===== config.mk =====
export PLATFORM = sky130hd
export DESIGN_NAME = reader_writer_admission_queue_flat
export DESIGN_NICKNAME = d
export VERILOG_FILES = /design/src/hw/rtl/rwaq_pkg.sv /design/src/hw/rtl/rwaq_req_if.sv /design/src/hw/rtl/rwaq_rsp_if.sv /design/src/hw/rtl/reader_writer_admission_queue.sv /design/src/hw/rtl/rwaq_ram.sv /design/src/hw/rtl/rwaq_dp.sv /design/src/hw/rtl/rwaq_ctrl.sv /design/src/flat_wrapper.sv
export SDC_FILE = /design/constraint.sdc
export NUM_CORES = 1
export LEC_CHECK = 0
export ABC_AREA = 0
export BUFFER_PORTS_ARGS = -buffer_cell sky130_fd_sc_hd__buf_2
export CORE_MARGIN = 1.5
export CORE_UTILIZATION = 38
export CTS_BUF_LIST = sky130_fd_sc_hd__clkbuf_16
export DETAILED_ROUTE_END_ITERATION = 7
export SYNTH_ARGS = -nofsm -noshare
export SYNTH_HDL_FRONTEND = slang
export SYNTH_HIERARCHICAL = 1
export SYNTH_SLANG_ARGS = --single-unit

===== constraint.sdc =====
create_clock -name clk_i -period 9.7 [get_ports clk_i]
set_input_delay 0.97 -clock clk_i [delete_from_list [all_inputs] [get_ports clk_i]]
set_output_delay 0.97 -clock clk_i [all_outputs]
set_load 0.02 [all_outputs]

===== src/hw/rtl/rwaq_pkg.sv =====
package rwaq_pkg;

  // requester field width on the channel
  localparam int unsigned REQ_ID_W = 8;

  // operation codes
  localparam logic OP_ENQUEUE = 1'b0;
  localparam logic OP_ADMIT   = 1'b1;

  // request kinds
  localparam logic KIND_READER = 1'b0;
  localparam logic KIND_WRITER = 1'b1;

  // head kind report
  localparam logic [1:0] HEAD_EMPTY  = 2'd0;
  localparam logic [1:0] HEAD_READER = 2'd1;
  localparam logic [1:0] HEAD_WRITER = 2'd2;

  typedef enum logic [2:0] {
    ST_IDLE,
    ST_ENQ,
    ST_SCAN_RD,
    ST_SCAN_CHK,
    ST_SHIFT_WR,
    ST_DONE
  } state_e;

  // read address offset from the walk index
  typedef enum logic [1:0] {
    OFF_0,
    OFF_1,
    OFF_2
  } rd_off_e;

  typedef struct packed {
    logic    load;
    logic    enq;
    logic    rd_en;
    rd_off_e rd_off;
    logic    idx_inc;
    logic    shift_wr;
    logic    dec_occ;
    logic    set_grant;
    logic    capture;
  } cmd_t;

  typedef struct packed {
    logic is_enq;
    logic is_writer_op;
    logic empty;
    logic rd_match;
    logic rd_writer;
    logic next_in;
    logic next2_in;
    logic out_free;
  } sts_t;

endpackage


===== src/hw/rtl/rwaq_req_if.sv =====
interface rwaq_req_if;
  logic       valid;
  logic       ready;
  logic       op;
  logic       kind;
  logic [7:0] requester;

  modport source (output valid, output op, output kind, output requester, input ready);
  modport sink   (input valid, input op, input kind, input requester, output ready);
endinterface


===== src/hw/rtl/rwaq_rsp_if.sv =====
interface rwaq_rsp_if;
  logic       valid;
  logic       ready;
  logic       granted;
  logic       dropped;
  logic [1:0] head_kind;

  modport source (output valid, output granted, output dropped, output head_kind, input ready);
  modport sink   (input valid, input granted, input dropped, input head_kind, output ready);
endinterface


===== src/hw/rtl/reader_writer_admission_queue.sv =====
// channel  dir  handshake        word
// req_i    in   valid / ready    op, kind, requester
// rsp_o    out  valid / ready    granted, dropped, head_kind
//
// one item at a time; an enqueue, or an admit on an empty queue, goes straight to the result
// any other admit walks s entries from the head and moves m entries up behind the removed one;
// s + m never exceeds the fill count
// reset clears the fill count and the result valid flag; the entry ram is not cleared
// input is taken again as soon as the last result sits in the output register

module reader_writer_admission_queue
  import rwaq_pkg::*;
#(
  parameter int unsigned QUEUE_DEPTH = 16,
  parameter int unsigned ID_WIDTH    = 8
) (
  input  logic       clk_i,
  input  logic       rst_ni,
  rwaq_req_if.sink   req_i,
  rwaq_rsp_if.source rsp_o
);

  // commands from the sequencer, flags back from the datapath
  cmd_t cmd;
  sts_t sts;

  rwaq_ctrl u_ctrl (
    .clk_i      (clk_i),
    .rst_ni     (rst_ni),
    .in_valid_i (req_i.valid),
    .in_ready_o (req_i.ready),
    .sts_i      (sts),
    .cmd_o      (cmd)
  );

  // entry ram, fill count, walk index and the result register
  rwaq_dp #(
    .QUEUE_DEPTH (QUEUE_DEPTH),
    .ID_WIDTH    (ID_WIDTH)
  ) u_dp (
    .clk_i       (clk_i),
    .rst_ni      (rst_ni),
    .cmd_i       (cmd),
    .sts_o       (sts),
    .op_i        (req_i.op),
    .kind_i      (req_i.kind),
    .requester_i (req_i.requester),
    .out_ready_i (rsp_o.ready),
    .out_valid_o (rsp_o.valid),
    .granted_o   (rsp_o.granted),
    .dropped_o   (rsp_o.dropped),
    .head_kind_o (rsp_o.head_kind)
  );

endmodule


===== src/hw/rtl/rwaq_ram.sv =====
module rwaq_ram #(
  parameter int unsigned WIDTH = 9,
  parameter int unsigned DEPTH = 16
) (
  input  logic                     clk_i,
  input  logic                     wr_en_i,
  input  logic [$clog2(DEPTH)-1:0] wr_addr_i,
  input  logic [WIDTH-1:0]         wr_data_i,
  input  logic                     rd_en_i,
  input  logic [$clog2(DEPTH)-1:0] rd_addr_i,
  output logic [WIDTH-1:0]         rd_data_o
);

  logic [WIDTH-1:0] mem_q [DEPTH];
  logic [WIDTH-1:0] rd_data_q;

  always_ff @(posedge clk_i) begin
    if (wr_en_i) begin
      mem_q[wr_addr_i] <= wr_data_i;
    end
    if (rd_en_i) begin
      rd_data_q <= mem_q[rd_addr_i];
    end
  end

  assign rd_data_o = rd_data_q;

endmodule


===== src/hw/rtl/rwaq_dp.sv =====
module rwaq_dp
  import rwaq_pkg::*;
#(
  parameter int unsigned QUEUE_DEPTH = 16,
  parameter int unsigned ID_WIDTH    = 8
) (
  input  logic                clk_i,
  input  logic                rst_ni,
  input  cmd_t                cmd_i,
  output sts_t                sts_o,
  input  logic                op_i,
  input  logic                kind_i,
  input  logic [REQ_ID_W-1:0] requester_i,
  input  logic                out_ready_i,
  output logic                out_valid_o,
  output logic                granted_o,
  output logic                dropped_o,
  output logic [1:0]          head_kind_o
);

  localparam int unsigned AW = $clog2(QUEUE_DEPTH);
  localparam int unsigned CW = $clog2(QUEUE_DEPTH + 1);
  localparam int unsigned EW = ID_WIDTH + 1;

  logic                     op_q, kind_q;
  logic [ID_WIDTH-1:0]      id_q;
  logic [ID_WIDTH+REQ_ID_W-1:0] id_ext;
  logic [AW-1:0]            idx_q, idx_d;
  logic [CW-1:0]            occ_q, occ_d;
  logic                     head_writer_q, head_writer_d;
  logic                     grant_q, grant_d, drop_q, drop_d;
  logic                     out_valid_q, out_valid_d;
  logic                     res_grant_q, res_drop_q;
  logic [1:0]               res_head_q, head_code;
  logic [CW:0]              idx_ext, occ_ext, rd_sum;
  logic                     full;
  logic                     wr_en, rd_en;
  logic [AW-1:0]            wr_addr, rd_addr;
  logic [EW-1:0]            wr_data, rd_data;

  assign id_ext  = {{ID_WIDTH{1'b0}}, requester_i};
  assign idx_ext = (CW + 1)'(idx_q);
  assign occ_ext = (CW + 1)'(occ_q);
  assign full    = (occ_q == CW'(QUEUE_DEPTH));

  always_comb begin
    unique case (cmd_i.rd_off)
      OFF_0:   rd_sum = idx_ext;
      OFF_1:   rd_sum = idx_ext + (CW + 1)'(1);
      OFF_2:   rd_sum = idx_ext + (CW + 1)'(2);
      default: rd_sum = idx_ext;
    endcase
  end
  assign rd_addr = rd_sum[AW-1:0];
  assign rd_en   = cmd_i.rd_en;

  // write port: append at the tail or move an entry one place up
  always_comb begin
    wr_en   = 1'b0;
    wr_addr = idx_q;
    wr_data = rd_data;
    if (cmd_i.enq && !full) begin
      wr_en   = 1'b1;
      wr_addr = occ_q[AW-1:0];
      wr_data = {kind_q, id_q};
    end else if (cmd_i.shift_wr) begin
      wr_en = 1'b1;
    end
  end

  rwaq_ram #(
    .WIDTH (EW),
    .DEPTH (QUEUE_DEPTH)
  ) u_ram (
    .clk_i     (clk_i),
    .wr_en_i   (wr_en),
    .wr_addr_i (wr_addr),
    .wr_data_i (wr_data),
    .rd_en_i   (rd_en),
    .rd_addr_i (rd_addr),
    .rd_data_o (rd_data)
  );

  always_comb begin
    idx_d         = idx_q;
    occ_d         = occ_q;
    head_writer_d = head_writer_q;
    grant_d       = grant_q;
    drop_d        = drop_q;
    if (cmd_i.load) begin
      idx_d   = '0;
      grant_d = 1'b0;
      drop_d  = 1'b0;
    end
    if (cmd_i.idx_inc) begin
      idx_d = idx_q + AW'(1);
    end
    if (cmd_i.enq) begin
      if (full) begin
        drop_d = 1'b1;
      end else begin
        occ_d = occ_q + CW'(1);
      end
    end
    if (wr_en && (wr_addr == '0)) begin
      head_writer_d = wr_data[EW-1];
    end
    if (cmd_i.dec_occ) begin
      occ_d = occ_q - CW'(1);
    end
    if (cmd_i.set_grant) begin
      grant_d = 1'b1;
    end
  end

  assign head_code = (occ_q == '0) ? HEAD_EMPTY : (head_writer_q ? HEAD_WRITER : HEAD_READER);

  always_comb begin
    out_valid_d = out_valid_q;
    if (cmd_i.capture) begin
      out_valid_d = 1'b1;
    end else if (out_ready_i) begin
      out_valid_d = 1'b0;
    end
  end

  always_ff @(posedge clk_i or negedge rst_ni) begin
    if (!rst_ni) begin
      occ_q       <= '0;
      idx_q       <= '0;
      out_valid_q <= 1'b0;
    end else begin
      occ_q       <= occ_d;
      idx_q       <= idx_d;
      out_valid_q <= out_valid_d;
    end
  end

  always_ff @(posedge clk_i) begin
    head_writer_q <= head_writer_d;
    grant_q       <= grant_d;
    drop_q        <= drop_d;
    if (cmd_i.load) begin
      op_q   <= op_i;
      kind_q <= kind_i;
      id_q   <= id_ext[ID_WIDTH-1:0];
    end
    if (cmd_i.capture) begin
      res_grant_q <= grant_q;
      res_drop_q  <= drop_q;
      res_head_q  <= head_code;
    end
  end

  assign sts_o.is_enq       = (op_q == OP_ENQUEUE);
  assign sts_o.is_writer_op = (kind_q == KIND_WRITER);
  assign sts_o.empty        = (occ_q == '0);
  assign sts_o.rd_match     = (rd_data[ID_WIDTH-1:0] == id_q);
  assign sts_o.rd_writer    = (rd_data[EW-1] == KIND_WRITER);
  assign sts_o.next_in      = ((idx_ext + (CW + 1)'(1)) < occ_ext);
  assign sts_o.next2_in     = ((idx_ext + (CW + 1)'(2)) < occ_ext);
  assign sts_o.out_free     = !out_valid_q || out_ready_i;

  assign out_valid_o = out_valid_q;
  assign granted_o   = res_grant_q;
  assign dropped_o   = res_drop_q;
  assign head_kind_o = res_head_q;

endmodule


===== src/hw/rtl/rwaq_ctrl.sv =====
module rwaq_ctrl
  import rwaq_pkg::*;
(
  input  logic clk_i,
  input  logic rst_ni,
  input  logic in_valid_i,
  output logic in_ready_o,
  input  sts_t sts_i,
  output cmd_t cmd_o
);

  state_e state_q, state_d;

  always_ff @(posedge clk_i or negedge rst_ni) begin
    if (!rst_ni) begin
      state_q <= ST_IDLE;
    end else begin
      state_q <= state_d;
    end
  end

  // next state
  always_comb begin
    state_d = state_q;
    unique case (state_q)
      ST_IDLE: begin
        if (in_valid_i) begin
          state_d = ST_ENQ;
        end
      end
      ST_ENQ: begin
        if (sts_i.is_enq) begin
          state_d = ST_DONE;
        end else if (sts_i.empty) begin
          state_d = ST_DONE;
        end else begin
          state_d = ST_SCAN_RD;
        end
      end
      ST_SCAN_RD: state_d = ST_SCAN_CHK;
      ST_SCAN_CHK: begin
        priority if (sts_i.is_writer_op) begin
          state_d = (sts_i.rd_match && sts_i.next_in) ? ST_SHIFT_WR : ST_DONE;
        end else if (sts_i.rd_writer) begin
          state_d = ST_DONE;
        end else if (sts_i.rd_match) begin
          state_d = sts_i.next_in ? ST_SHIFT_WR : ST_DONE;
        end else begin
          state_d = sts_i.next_in ? ST_SCAN_CHK : ST_DONE;
        end
      end
      ST_SHIFT_WR: begin
        if (!sts_i.next2_in) begin
          state_d = ST_DONE;
        end
      end
      ST_DONE: begin
        if (sts_i.out_free) begin
          state_d = ST_IDLE;
        end
      end
      default: state_d = ST_IDLE;
    endcase
  end

  // outputs
  always_comb begin
    cmd_o      = '0;
    cmd_o.rd_off = OFF_0;
    in_ready_o = 1'b0;
    unique case (state_q)
      ST_IDLE: begin
        in_ready_o = 1'b1;
        cmd_o.load = in_valid_i;
      end
      ST_ENQ: begin
        cmd_o.enq = sts_i.is_enq;
      end
      ST_SCAN_RD: begin
        cmd_o.rd_en = 1'b1;
      end
      ST_SCAN_CHK: begin
        priority if (sts_i.is_writer_op) begin
          if (sts_i.rd_match) begin
            cmd_o.set_grant = 1'b1;
            cmd_o.rd_en     = sts_i.next_in;
            cmd_o.rd_off    = OFF_1;
            cmd_o.dec_occ   = !sts_i.next_in;
          end
        end else if (sts_i.rd_writer) begin
          cmd_o.set_grant = 1'b0;
        end else if (sts_i.rd_match) begin
          cmd_o.set_grant = 1'b1;
          cmd_o.rd_en     = sts_i.next_in;
          cmd_o.rd_off    = OFF_1;
          cmd_o.dec_occ   = !sts_i.next_in;
        end else begin
          cmd_o.rd_en   = sts_i.next_in;
          cmd_o.rd_off  = OFF_1;
          cmd_o.idx_inc = sts_i.next_in;
        end
      end
      ST_SHIFT_WR: begin
        cmd_o.shift_wr = 1'b1;
        cmd_o.idx_inc  = 1'b1;
        cmd_o.rd_en    = sts_i.next2_in;
        cmd_o.rd_off   = OFF_2;
        cmd_o.dec_occ  = !sts_i.next2_in;
      end
      ST_DONE: begin
        cmd_o.capture = sts_i.out_free;
      end
      default: begin
        in_ready_o = 1'b0;
      end
    endcase
  end

endmodule

===== src/flat_wrapper.sv =====
// flat-port wrapper written by rule: the top's interface ports become plain ports
module reader_writer_admission_queue_flat import rwaq_pkg::*;
#(
  parameter int unsigned QUEUE_DEPTH = 16,
  parameter int unsigned ID_WIDTH    = 8
)
  (clk_i, rst_ni, req_i_valid, req_i_op, req_i_kind, req_i_requester, req_i_ready, rsp_o_valid, rsp_o_granted, rsp_o_dropped, rsp_o_head_kind, rsp_o_ready);
  rwaq_req_if req_i_i ();
  rwaq_rsp_if rsp_o_i ();
  input  logic clk_i;
  input  logic rst_ni;
  input wire logic [$bits(req_i_i.valid)-1:0] req_i_valid;
  input wire logic [$bits(req_i_i.op)-1:0] req_i_op;
  input wire logic [$bits(req_i_i.kind)-1:0] req_i_kind;
  input wire logic [$bits(req_i_i.requester)-1:0] req_i_requester;
  output wire logic [$bits(req_i_i.ready)-1:0] req_i_ready;
  output wire logic [$bits(rsp_o_i.valid)-1:0] rsp_o_valid;
  output wire logic [$bits(rsp_o_i.granted)-1:0] rsp_o_granted;
  output wire logic [$bits(rsp_o_i.dropped)-1:0] rsp_o_dropped;
  output wire logic [$bits(rsp_o_i.head_kind)-1:0] rsp_o_head_kind;
  input wire logic [$bits(rsp_o_i.ready)-1:0] rsp_o_ready;
  assign req_i_i.valid = req_i_valid;
  assign req_i_i.op = req_i_op;
  assign req_i_i.kind = req_i_kind;
  assign req_i_i.requester = req_i_requester;
  assign req_i_ready = req_i_i.ready;
  assign rsp_o_valid = rsp_o_i.valid;
  assign rsp_o_granted = rsp_o_i.granted;
  assign rsp_o_dropped = rsp_o_i.dropped;
  assign rsp_o_head_kind = rsp_o_i.head_kind;
  assign rsp_o_i.ready = rsp_o_ready;
  reader_writer_admission_queue #(.QUEUE_DEPTH(QUEUE_DEPTH), .ID_WIDTH(ID_WIDTH)) u_core (.clk_i(clk_i), .rst_ni(rst_ni), .req_i(req_i_i), .rsp_o(rsp_o_i));
endmodule

# After elaboration in Yosys (flattened, before gate mapping)
# Memories as Yosys holds them, arrays and structs flattened. A register that Yosys moved wholly into a read port is not among the register bits.
# Index checks and enable logic that the tools add are counted.
# classes
addsub,5
order_cmp,2
n_eq_ne,13
muxes,48
bitwise_logic,1
reduce_logical,16
# op_table
operator,n
$mux 3,11
$mux 1,21
$pmux 3 s6,1
$mux 4,4
$mux 5,3
$lt 5x5->1,2
$mux 9,1
$eq 8x8->1,1
$pmux 4 s2,1
$eq 3x2->1 const B,2
$eq 3x3->1 const B,2
$mux 2,3
$ne 2x2->1 const B,3
$pmux 3 s2,1
$reduce_bool 2->1,3
$add 4x1->5 const B,1
$add 4x2->5 const B,1
$add 5x1->5 const B,1
$eq 5x5->1 const B,1
$logic_not 5->1,1
$sub 5x1->5 const B,1
$add 4x1->4 const B,1
$logic_not 1->1,4
$logic_not 4->1,1
12 further kinds,14
# word_totals
ff_bits,30
ramBits,144
inputBits,14
out_inout_bits,6
wordCells,99
memories,1
# memory_table
memory,depth,word_bits,read_ports,rd_ports_with_merged_regs,wr,line_no,rtl
u_core.u_dp.u_ram.mem_q,16,9,1,1,1,rwaq_ram.sv:14,logic [WIDTH-1:0] mem_q [DEPTH];

# Longest topological paths before layout
# Gate-level depths: netlist (run 1).
# logic_depth
ltp_word,9
mapped_depth,14
mapped_depth_nobuf,13

# By module
# Netlist (run 1), hierarchy kept.
# by_module_without_submodules
module,n_inst,cells_per_inst,area_each_um2,seq_area_each_um2
rwaq_ram,1,254,5870.6,4594.4
rwaq_dp,1,156,1759.2,740.7
rwaq_ctrl,1,46,360.3,75.1

# Worst setup path before layout (run 1)
# OpenSTA, ideal clock, no wires.
# synth_path
path_type,register to register
startpoint,register u_core.u_dp.idx_q[1]
endpoint,register u_core.u_dp.occ_q[4]
setup_ps,82
arrival_ps,3249
required_ps,9618
setup_slack_ps,6369
path_stages_with_launch,13
path_buffers,0
synth_period_minus_slack_ps,3331
cell_sequence,dfrtp_1 > ha_1 > ha_1 > a21boi_0 > o21ai_0 > a21oi_1 > a211oi_1 > o32ai_1 > ha_1 > a21o_1 > a21oi_1 > mux2i_1 > xnor2_1
# synth_lines
element,line_no,rtl
"start, declared",rwaq_dp.sv:28,"logic [AW-1:0] idx_q, idx_d;"
"start signal, assigned",rwaq_dp.sv:134,idx_q <= idx_d;
"end signal, assigned",rwaq_dp.sv:129,occ_q <= '0;
"end signal, assigned",rwaq_dp.sv:133,occ_q <= occ_d;
"end, declared",rwaq_dp.sv:29,"logic [CW-1:0] occ_q, occ_d;"

==> results.yml, run 1 <==
critical_path:
  end_kind: "register"
  cp-start-kind: "register"
  critical_path.cell_chain: "xnor2_1 > nand4_1 > nor2_1 > nor2b_1 > nor3b_2 > inv_1 > ha_1 > o21ai_0 > o21ai_4 > buf_4 > mux4_1 > a22oi_1 > nand2_1"
  worstPathArrival_ns: 4.31
  criticalPathCategory: "register to register"
  critPathMaxFanout: 36
  critical_path_required_ns: 9.87
  slowest_stage: "mux4_1"
  crit_path_max_incr_delay_ns: 0.63
clocking:
  clk_path_buf_depth: 2
  clock_sinks: 183
  post_cts_resized: 0
  clk_latency_ns: 0.43
  numCtsBuffers: 17
  clk_pin_slew_ns: 0.07
  cts_hold_buf: 0
  htreeDepth: 4
  cts_setup_buffers: 0
  cts_tree: "built"
  clockRootBuffer: "clkbuf_16"
route:
  drc_errors: 0
  firstDrtPassIters: 4
  ant_nets: 0
  routed_wl_mm: 15.53
  dr_total_vias: 4138
  drt_iter0_drc: 281
  viasPerCell: 5.445
  wl_per_cell_um: 20.43
synthesis:
  syn_nets: 486
  synth_edf_count: 168
  yosysTopAreaCellShare_pct: 63.14
  ys_ff_latch: 183
  synthTopCellsByArea: "edfxtp_1, mux4_2, mux4_1, dfrtp_1, ha_1"
  netlist_area_um2: 7990
  yosys.area.top_type: "edfxtp_1"
  seq_area_frac_synth_pct: 67.71
  syn_area_per_cell_um2: 17.52
  ys_types: 66
  synth-async-reset-ratio_pct: 7.104
  synth_common_cells: "edfxtp_1, nor2_1, mux4_2, nand2_1, a22oi_1"
  synth-warning-count: 6
  synth_cells: 456
  yosysMostFrequentCell: "edfxtp_1"
  ys_dominant_reg_cell: "edfxtp_1"
outcome:
  status: "completed"
hold_path:
  hold_class: "primary input to async pin"
sta:
  fin_ws_ns: 5.559
  period_share_pct: 42.70
  worst_slew_pin_slew_ns: 1.176
  max_slew_margin_pct: 21.31
  fin_setup_tns_ns: 0
  finalHoldViolations: 0
  period_needed_ns: 4.141
  final_max_slew_viol_count: 0
  setup_viol: 0
  rsz0062_at_grt: "false"
  max_clock_freq_mhz: 241.5
  fin_worst_skew_ns: 0.01022
power_and_ir_drop:
  pwr_density_cell_nw_per_um2: 353.7
  leakage_nw: 3.100
  vdd_drop_max_uv: 156.8
global_route:
  antenna_found_initial: 0
  grt_pass1_vias: 4252
  grt_pass1_wl_mm: 24.59
  grt_max_degree: 37
  grt.total_usage_pct: 15.19
  grt_overflow: 0
die:
  start_util_pct: 39.11
  die_y_um: 148.0
  ios: 20
  dieWidth_um: 148.0
  rows: 52
  coreArea_um2: 20430
  die_area_um2: 21910
final_layout:
  fin_nets: 507
  drive_gt1_share_pct: 20.00
  syn_to_final_growth_pct: 11.34
  diodes: 0
place:
  routabilityCongestion: 0.7493
  hpwlAfterDp_mm: 10.26
  place_ws_ns: 5.487
  numPortBuffers: 19
run:
  maxCapViolCount: 0
==> routing by layer <==
layer	global-route usage [%]	share of wire, %	vias to the layer above
met2	24.28	49	119
met4	5.842	1.7	0
met1	20.50	44	2141
met5	0	0	-
li1	-	-	1860
met3	3.148	5.7	18
==> critical path, delay by kind of cell (launching register included) <==
family / cells / cell delay (ns)
compound gates: 3 / 0.65
fa+ha+maj: 1 / 0.49
flops: 1 / 0.47
xor+xnor: 1 / 0.17
buf+inv: 2 / 0.63
mux: 1 / 0.63
simple gates: 5 / 0.82
==> sequential cells by signal, indices dropped and copies added, names as in the netlist, 2 cells and up <==
| register | count |
|---|---|
| u_core/u_dp/idx_q | 4 |
| u_core/u_dp/u_ram/mem_q | 144 |
| u_core/u_dp/head_kind_o | 2 |
| u_core/u_dp/u_ram/rd_data_o | 9 |
| u_core/u_dp/occ_q | 5 |
| u_core/u_ctrl/state_q | 3 |
| u_core/u_dp/id_q | 8 |
==> cell families after synthesis <==
logic type / count (synthesis) / synth area share (%)
adders and majority gates: 16 / 2.599
AOI/OAI and AO/OA: 65 / 5.794
xor gates and xnor gates: 15 / 1.644
and+or+nand+nor: 90 / 6.013
muxes: 51 / 13.28
DFF: 183 / 67.71
buffers and inverters: 36 / 2.960
==> area by class of cell <==
type / instances / area, um^2
fill: 1796 / 11530
sequential: 183 / 5410
multi-input combinational: 237 / 2386
clock buffer: 17 / 425.4
tap: 270 / 337.8
clock inverter: 15 / 158.9
timing repair buffer: 22 / 117.6
inverter: 16 / 60.06
==> per-stage QoR <==
| stage | instances | util (%) | hold WS, ns | power, mW | area [um^2] |
|---|---|---|---|---|---|
| after detailed placement | 728 | 40.68 | 0.4285 | 2.494 | 8312 |
| final | 760 | 43.54 | 0.4405 | 3.146 | 8896 |
| after global routing | 760 | 43.54 | 0.4502 | 3.340 | 8896 |
| after global placement | 728 | 40.68 | 0.4234 | 2.451 | 8312 |
| after floorplan | 456 | - | 0.4090 | 2.173 | 7990 |
| after CTS | 760 | 43.54 | 0.4389 | 3.173 | 8896 |
==> power breakdown <==
part | leakage (nW) | switching [mW] | internal, mW | total, mW
clock network | 0.292 | 0.311 | 0.365 | 0.676
registers | 1.71 | 0.0862 | 1.16 | 1.25
logic | 1.10 | 0.719 | 0.502 | 1.22
==> path summary, 6_finish.rpt <==
kind                                                      from                             end  slack, ns  cells past startpoint
worst min register to register             u_core/u_dp/grant_q           u_core/u_dp/granted_o       0.44                      0
min in group clk_i                         u_core/u_dp/grant_q           u_core/u_dp/granted_o       0.44                      0
worst max-delay path            u_core/u_dp/u_ram/rd_data_o[0]  u_core/u_dp/u_ram/rd_data_o[3]       5.56                     13
max in group asynchronous                               rst_ni        u_core/u_ctrl/state_q[0]       8.99                      1
worst max register to register  u_core/u_dp/u_ram/rd_data_o[0]  u_core/u_dp/u_ram/rd_data_o[3]       5.56                     13
worst min-delay path                                    rst_ni            u_core/u_dp/occ_q[3]       0.44                      1
==> cell usage in the layout (no fill, tap or decap), types with 3 or more instances in the layout <==
| cell type | count |
|---|---|
| edfxtp_1 | 168 |
| nor2_1 | 22 |
| nand2_1 | 21 |
| mux4_2 | 21 |
| buf_2 | 19 |
| a22oi_1 | 19 |
| clkbuf_16 | 17 |
| inv_1 | 17 |
| ha_1 | 15 |
| mux4_1 | 15 |
| dfrtp_1 | 13 |
| xnor2_1 | 12 |
| a21oi_1 | 10 |
| nand2b_1 | 9 |
| mux2_4 | 8 |
| o21ai_0 | 7 |
| inv_8 | 5 |
| nor2b_1 | 5 |
| and3_1 | 4 |
| mux2i_1 | 4 |
| a21o_1 | 4 |
| nor3_2 | 4 |
| inv_6 | 3 |
| nand3b_1 | 3 |
| mux2_2 | 3 |
| xor2_1 | 3 |
| buf_4 | 3 |
Power figures use the tool's default switching activity.
==> run 2: changes to the inputs <==
clock period = 4.26 ns   (was 9.7 ns; I/O delays follow)
==> run 2 against run 1 <==
Compared with the run above:
- worst hold slack lost 0.26 ns
- highest routed layer unchanged
- final cell count is 3.8% higher
- core utilization is 1.3 points higher
- critical path type unchanged
- combinational power rose to 2.5 times the previous value
- critical endpoint is now u_core/u_dp/u_ram/rd_data_o[6]
- global-route usage is 0.32 points higher
- worst setup slack lost 5.0 ns
- die area stayed put
- power increased by 140%
==> results.yml, run 2 (synthesis gave the netlist of run 1 again) <==
outcome:
  status: "completed"
final_layout:
  mostFrequentLayoutCell: "edfxtp_1"
  syn_to_final_growth_pct: 14.56
  diodes: 0
  final_cell_mix: "edfxtp_1, buf_4, nor2_1"
  largest_reg_flops: 144
  largest_register: "u_core/u_dp/u_ram/mem_q"
  fin_nets: 536
  drive_gt1_share_pct: 23.51
place:
  routabilityCongestion: 0.7681
  numPortBuffers: 19
  hpwlAfterDp_mm: 10.65
route:
  wl_per_cell_um: 20.25
  drc_errors: 0
  routed_wl_mm: 15.98
  viasPerCell: 5.270
  dr_total_vias: 4158
  drt_iter0_drc: 280
  firstDrtPassIters: 5
  ant_nets: 0
global_route:
  grt_overflow: 0
  grt_pass1_vias: 4203
  grtUsageMet1_pct: 21.05
  grt_max_degree: 37
  grt_pass1_wl_mm: 24.73
  use_met2_pct: 25.35
  grt.total_usage_pct: 15.51
  grt.busiest_layer: "met2"
  antenna_found_initial: 0
  use_met3_pct: 3.611
clocking:
  clock_sinks: 183
  post_cts_resized: 0
  clk_path_buf_depth: 2
  clk_latency_ns: 0.43
  numCtsBuffers: 17
  clockRootBuffer: "clkbuf_16"
  cts_tree: "built"
  htreeDepth: 4
  clk_pin_slew_ns: 0.07
hold_path:
  min_path_cells: 1
  hold_class: "primary input to register"
sta:
  setup_viol: 0
  rsz0062_at_grt: "false"
  finalHoldViolations: 0
  fin_setup_tns_ns: 0
  fin_worst_skew_ns: 0.009522
  period_share_pct: 87.40
  worst_slew_pin_slew_ns: 1.218
  max_clock_freq_mhz: 268.6
  final_max_slew_viol_count: 0
  period_needed_ns: 3.723
  max_slew_margin_pct: 18.80
  timing.hold.ws_ns: 0.1789
die:
  start_util_pct: 39.11
  dieWidth_um: 148.0
  die_y_um: 148.0
  die_area_um2: 21910
  coreArea_um2: 20430
  ios: 20
  rows: 52
critical_path:
  critPathBufInv: 3
  slowest_stage: "mux4_1"
  cp.depth: 14
  reg2regPathDepth: 14
  end_kind: "register"
  critical_path_required_ns: 4.43
  critPathMaxFanout: 8
  criticalPathCategory: "register to register"
  critPathTopFamily: "simple AND/OR/NAND/NOR gates"
  worstPathArrival_ns: 3.89
  crit_path_max_incr_delay_ns: 0.48
  critical_path.cell_chain: "xnor2_1 > nand4_1 > nor2_1 > nor2b_1 > nor3b_2 > inv_1 > ha_1 > o21ai_0 > o21ai_4 > buf_12 > buf_4 > mux4_1 > a22oi_1 > nand2_1"
  cp-start-kind: "register"
power_and_ir_drop:
  pwr_density_cell_nw_per_um2: 810.0
  leakage_nw: 3.253
  vdd_drop_max_uv: 366.5
run:
  maxCapViolCount: 0
run 2: cell types whose count changed in the layout (fill, tap and decap cells not counted), sizes merged:
cell         change
buf             +28
clkinv           +3
clkinvlp         +1
dlygate4sd3      +1
inv              -4
run 2: path summary, 6_finish.rpt:
kind,from,end,slack [ns]
min,req_i_op,u_core/u_dp/op_q,0.18
max in group asynchronous,rst_ni,u_core/u_ctrl/state_q[2],3.57
min in group asynchronous,rst_ni,u_core/u_dp/occ_q[1],0.43
max,u_core/u_dp/id_q[7],u_core/u_dp/u_ram/rd_data_o[6],0.54
max reg2reg,u_core/u_dp/id_q[7],u_core/u_dp/u_ram/rd_data_o[6],0.54
min reg2reg,u_core/u_dp/grant_q,u_core/u_dp/granted_o,0.44
run 2: power by group:
group          internal (mW)  total (mW)  switching (mW)
clock                  0.832        1.54           0.710
combinational           1.34        3.05            1.71
sequential              2.64        2.82           0.179
run 2: per-layer routing:
layer  up-vias  wire [um]  share of wire, %
met5         -          0                 0
met4         0        108              0.68
met3         7        556               3.5
met2        97       7639                48
met1      2133       7671                48
li1       1921          -                 -
run 2: area by class of cell:
class                      instances  area (um^2)
inverter                          16        60.06
fill                            1739        11280
tap                              270        337.8
clock inverter                    15        166.4
clock buffer                      17        425.4
multi-input combinational        237         2366
sequential                       183         5410
timing repair buffer              51        387.9
run 2: through the flow:
step           power (mW)  cells  setup slack, ns  instance area, um^2  utilization (%)
6_report            7.415    789           0.5366                 9154            44.81
2_1_floorplan       4.948    456           0.9286                 7990                -
3_5_place_dp        5.828    748           0.1878                 8479            41.51
3_3_place_gp        5.753    748           0.1883                 8479            41.51
4_1_cts             7.380    781           0.1768                 9081            44.45
5_1_grt             7.820    789           0.2964                 9154            44.81
run 2: repair_timing:
| item | CTS | global route |
|---|---|---|
| hold endpoints to repair | 13 | 0 |
| buffers inserted | 0 | 8 |
| endpoints found under the setup margin | 0 | 3 |
| hold buffers | 1 | 0 |
==> run 3: changes to the inputs <==
CELL_PAD_IN_SITES_DETAIL_PLACEMENT = 1   (was not set)
CELL_PAD_IN_SITES_GLOBAL_PLACEMENT = 2   (was not set)
PLACE_DENSITY_LB_ADDON = 0.1   (was not set)
==> run 3 against run 2 <==
Compared with the run above:
- sequential share of layout area up 0.69 points
- cell area down 1.1%
- sequential power about the same
- worst hold slack worse by 0.010 ns
- register-to-register slack worse by 0.11 ns
- global-route usage up 3.0 points
- critical endpoint unchanged
- clock power about the same
- clock skew about the same
==> results.yml, run 3 (synthesis gave the netlist of run 1 again) <==
run:
  maxCapViolCount: 0
hold_path:
  min_path_cells: 1
  hold_class: "primary input to register"
sta:
  finalHoldViolations: 0
  period_needed_ns: 3.830
  setup_viol: 0
  fin_worst_skew_ns: 0.009289
  fin_setup_tns_ns: 0
  max_slew_margin_pct: 19.93
  timing.hold.ws_ns: 0.1687
  final_max_slew_viol_count: 0
  rsz0062_at_grt: "false"
  worst_slew_pin_slew_ns: 1.188
  max_clock_freq_mhz: 261.1
  period_share_pct: 89.90
  fin_ws_ns: 0.4301
power_and_ir_drop:
  pwr_density_cell_nw_per_um2: 822.4
  total_power_mw: 7.442
  leakage_nw: 3.200
  vdd_drop_max_uv: 429.9
final_layout:
  utilization_pct: 44.29
  final_cell_mix: "edfxtp_1, nor2_1, buf_4"
  largest_register: "u_core/u_dp/u_ram/mem_q"
  fin_nets: 529
  largest_reg_flops: 144
  stdcell_area_um2: 9049
  diodes: 0
  drive_gt1_share_pct: 22.07
  multi_input_area_um2: 2366
  mostFrequentLayoutCell: "edfxtp_1"
  final_cells: 782
  syn_to_final_growth_pct: 13.25
  regArea_um2: 5410
  filler_cell_count: 1994
clocking:
  clk_latency_ns: 0.43
  htreeDepth: 4
  cts_hold_buf: 1
  cts_setup_buffers: 0
  clock_sinks: 183
  post_cts_resized: 0
  clk_pin_slew_ns: 0.07
  clk_path_buf_depth: 2
  cts_tree: "built"
  clockRootBuffer: "clkbuf_16"
  numCtsBuffers: 17
critical_path:
  end_kind: "register"
  crit_path_max_incr_delay_ns: 0.62
  critical_path_required_ns: 4.43
  cp-start-kind: "register"
  slowest_stage: "mux4_1"
  criticalPathCategory: "register to register"
  critPathMaxFanout: 27
  critical_path.cell_chain: "xnor2_1 > nand4_1 > nor2_1 > nor2b_1 > nor3b_2 > inv_1 > ha_1 > o21ai_0 > o21ai_4 > buf_12 > mux4_1 > a22oi_1 > nand2_1"
  reg2regPathDepth: 13
  worstPathArrival_ns: 4.00
route:
  routed_wl_mm: 18.93
  drt_iter0_drc: 318
  ant_nets: 0
  dr_total_vias: 4173
  firstDrtPassIters: 4
  drc_errors: 0
  wl_per_cell_um: 24.21
  viasPerCell: 5.336
die:
  start_util_pct: 39.11
  die_y_um: 148.0
  dieWidth_um: 148.0
  coreArea_um2: 20430
  die_area_um2: 21910
  rows: 52
  ios: 20
place:
  routabilityCongestion: 0.7687
  dp.cells: 749
  numPortBuffers: 19
  placed_area_um2: 8474
  place_ws_ns: 0.4536
  hpwlAfterDp_mm: 12.82
global_route:
  grt_max_degree: 37
  grt_pass1_vias: 4533
  grt_pass1_wl_mm: 28.71
  grt_overflow: 0
  antenna_found_initial: 0
  grt.total_usage_pct: 18.49
outcome:
  status: "completed"
run 3: power by group:
part	internal, mW	switching, mW
Sequential	2.64	0.186
Clock	0.772	0.740
Combinational	1.26	1.85
Total	4.67	2.77
run 3: layout make-up:
type	count	share of cell area (%)
Inverter	16	0.6637
Timing Repair Buffer	44	3.429
Clock buffer	17	4.701
Sequential cell	183	59.79
Clock inverter	15	1.535
Multi-Input combinational cell	237	26.15
Tap cell	270	3.733
run 3: metal layers:
metal	vias to the layer above	track usage, %	wire, um
li1	1905	-	-
met1	2177	25.70	8335
met2	79	29.93	9278
met3	12	4.043	1145
met4	0	4.158	175
met5	-	0	0
run 3: path summary, 6_finish.rpt:
check / from / slack (ns) / to
setup reg to reg: u_core/u_dp/id_q[4] / 0.43 / u_core/u_dp/u_ram/rd_data_o[6]
max in group asynchronous: rst_ni / 3.55 / u_core/u_dp/out_valid_o
hold reg to reg: u_core/u_dp/grant_q / 0.44 / u_core/u_dp/granted_o
min in group asynchronous: rst_ni / 0.44 / u_core/u_dp/occ_q[3]
hold / removal: req_i_op / 0.17 / u_core/u_dp/op_q
setup / recovery: u_core/u_dp/id_q[4] / 0.43 / u_core/u_dp/u_ram/rd_data_o[6]
run 3: critical path, delay by kind of cell, from the launching register on:
kind | cells | cell delay, ns
simple gates | 5 | 0.83
compound gates | 3 | 0.62
buf+inv | 2 | 0.33
mux | 1 | 0.62
flops | 1 | 0.41
fa+ha+maj | 1 | 0.50
xor+xnor | 1 | 0.20
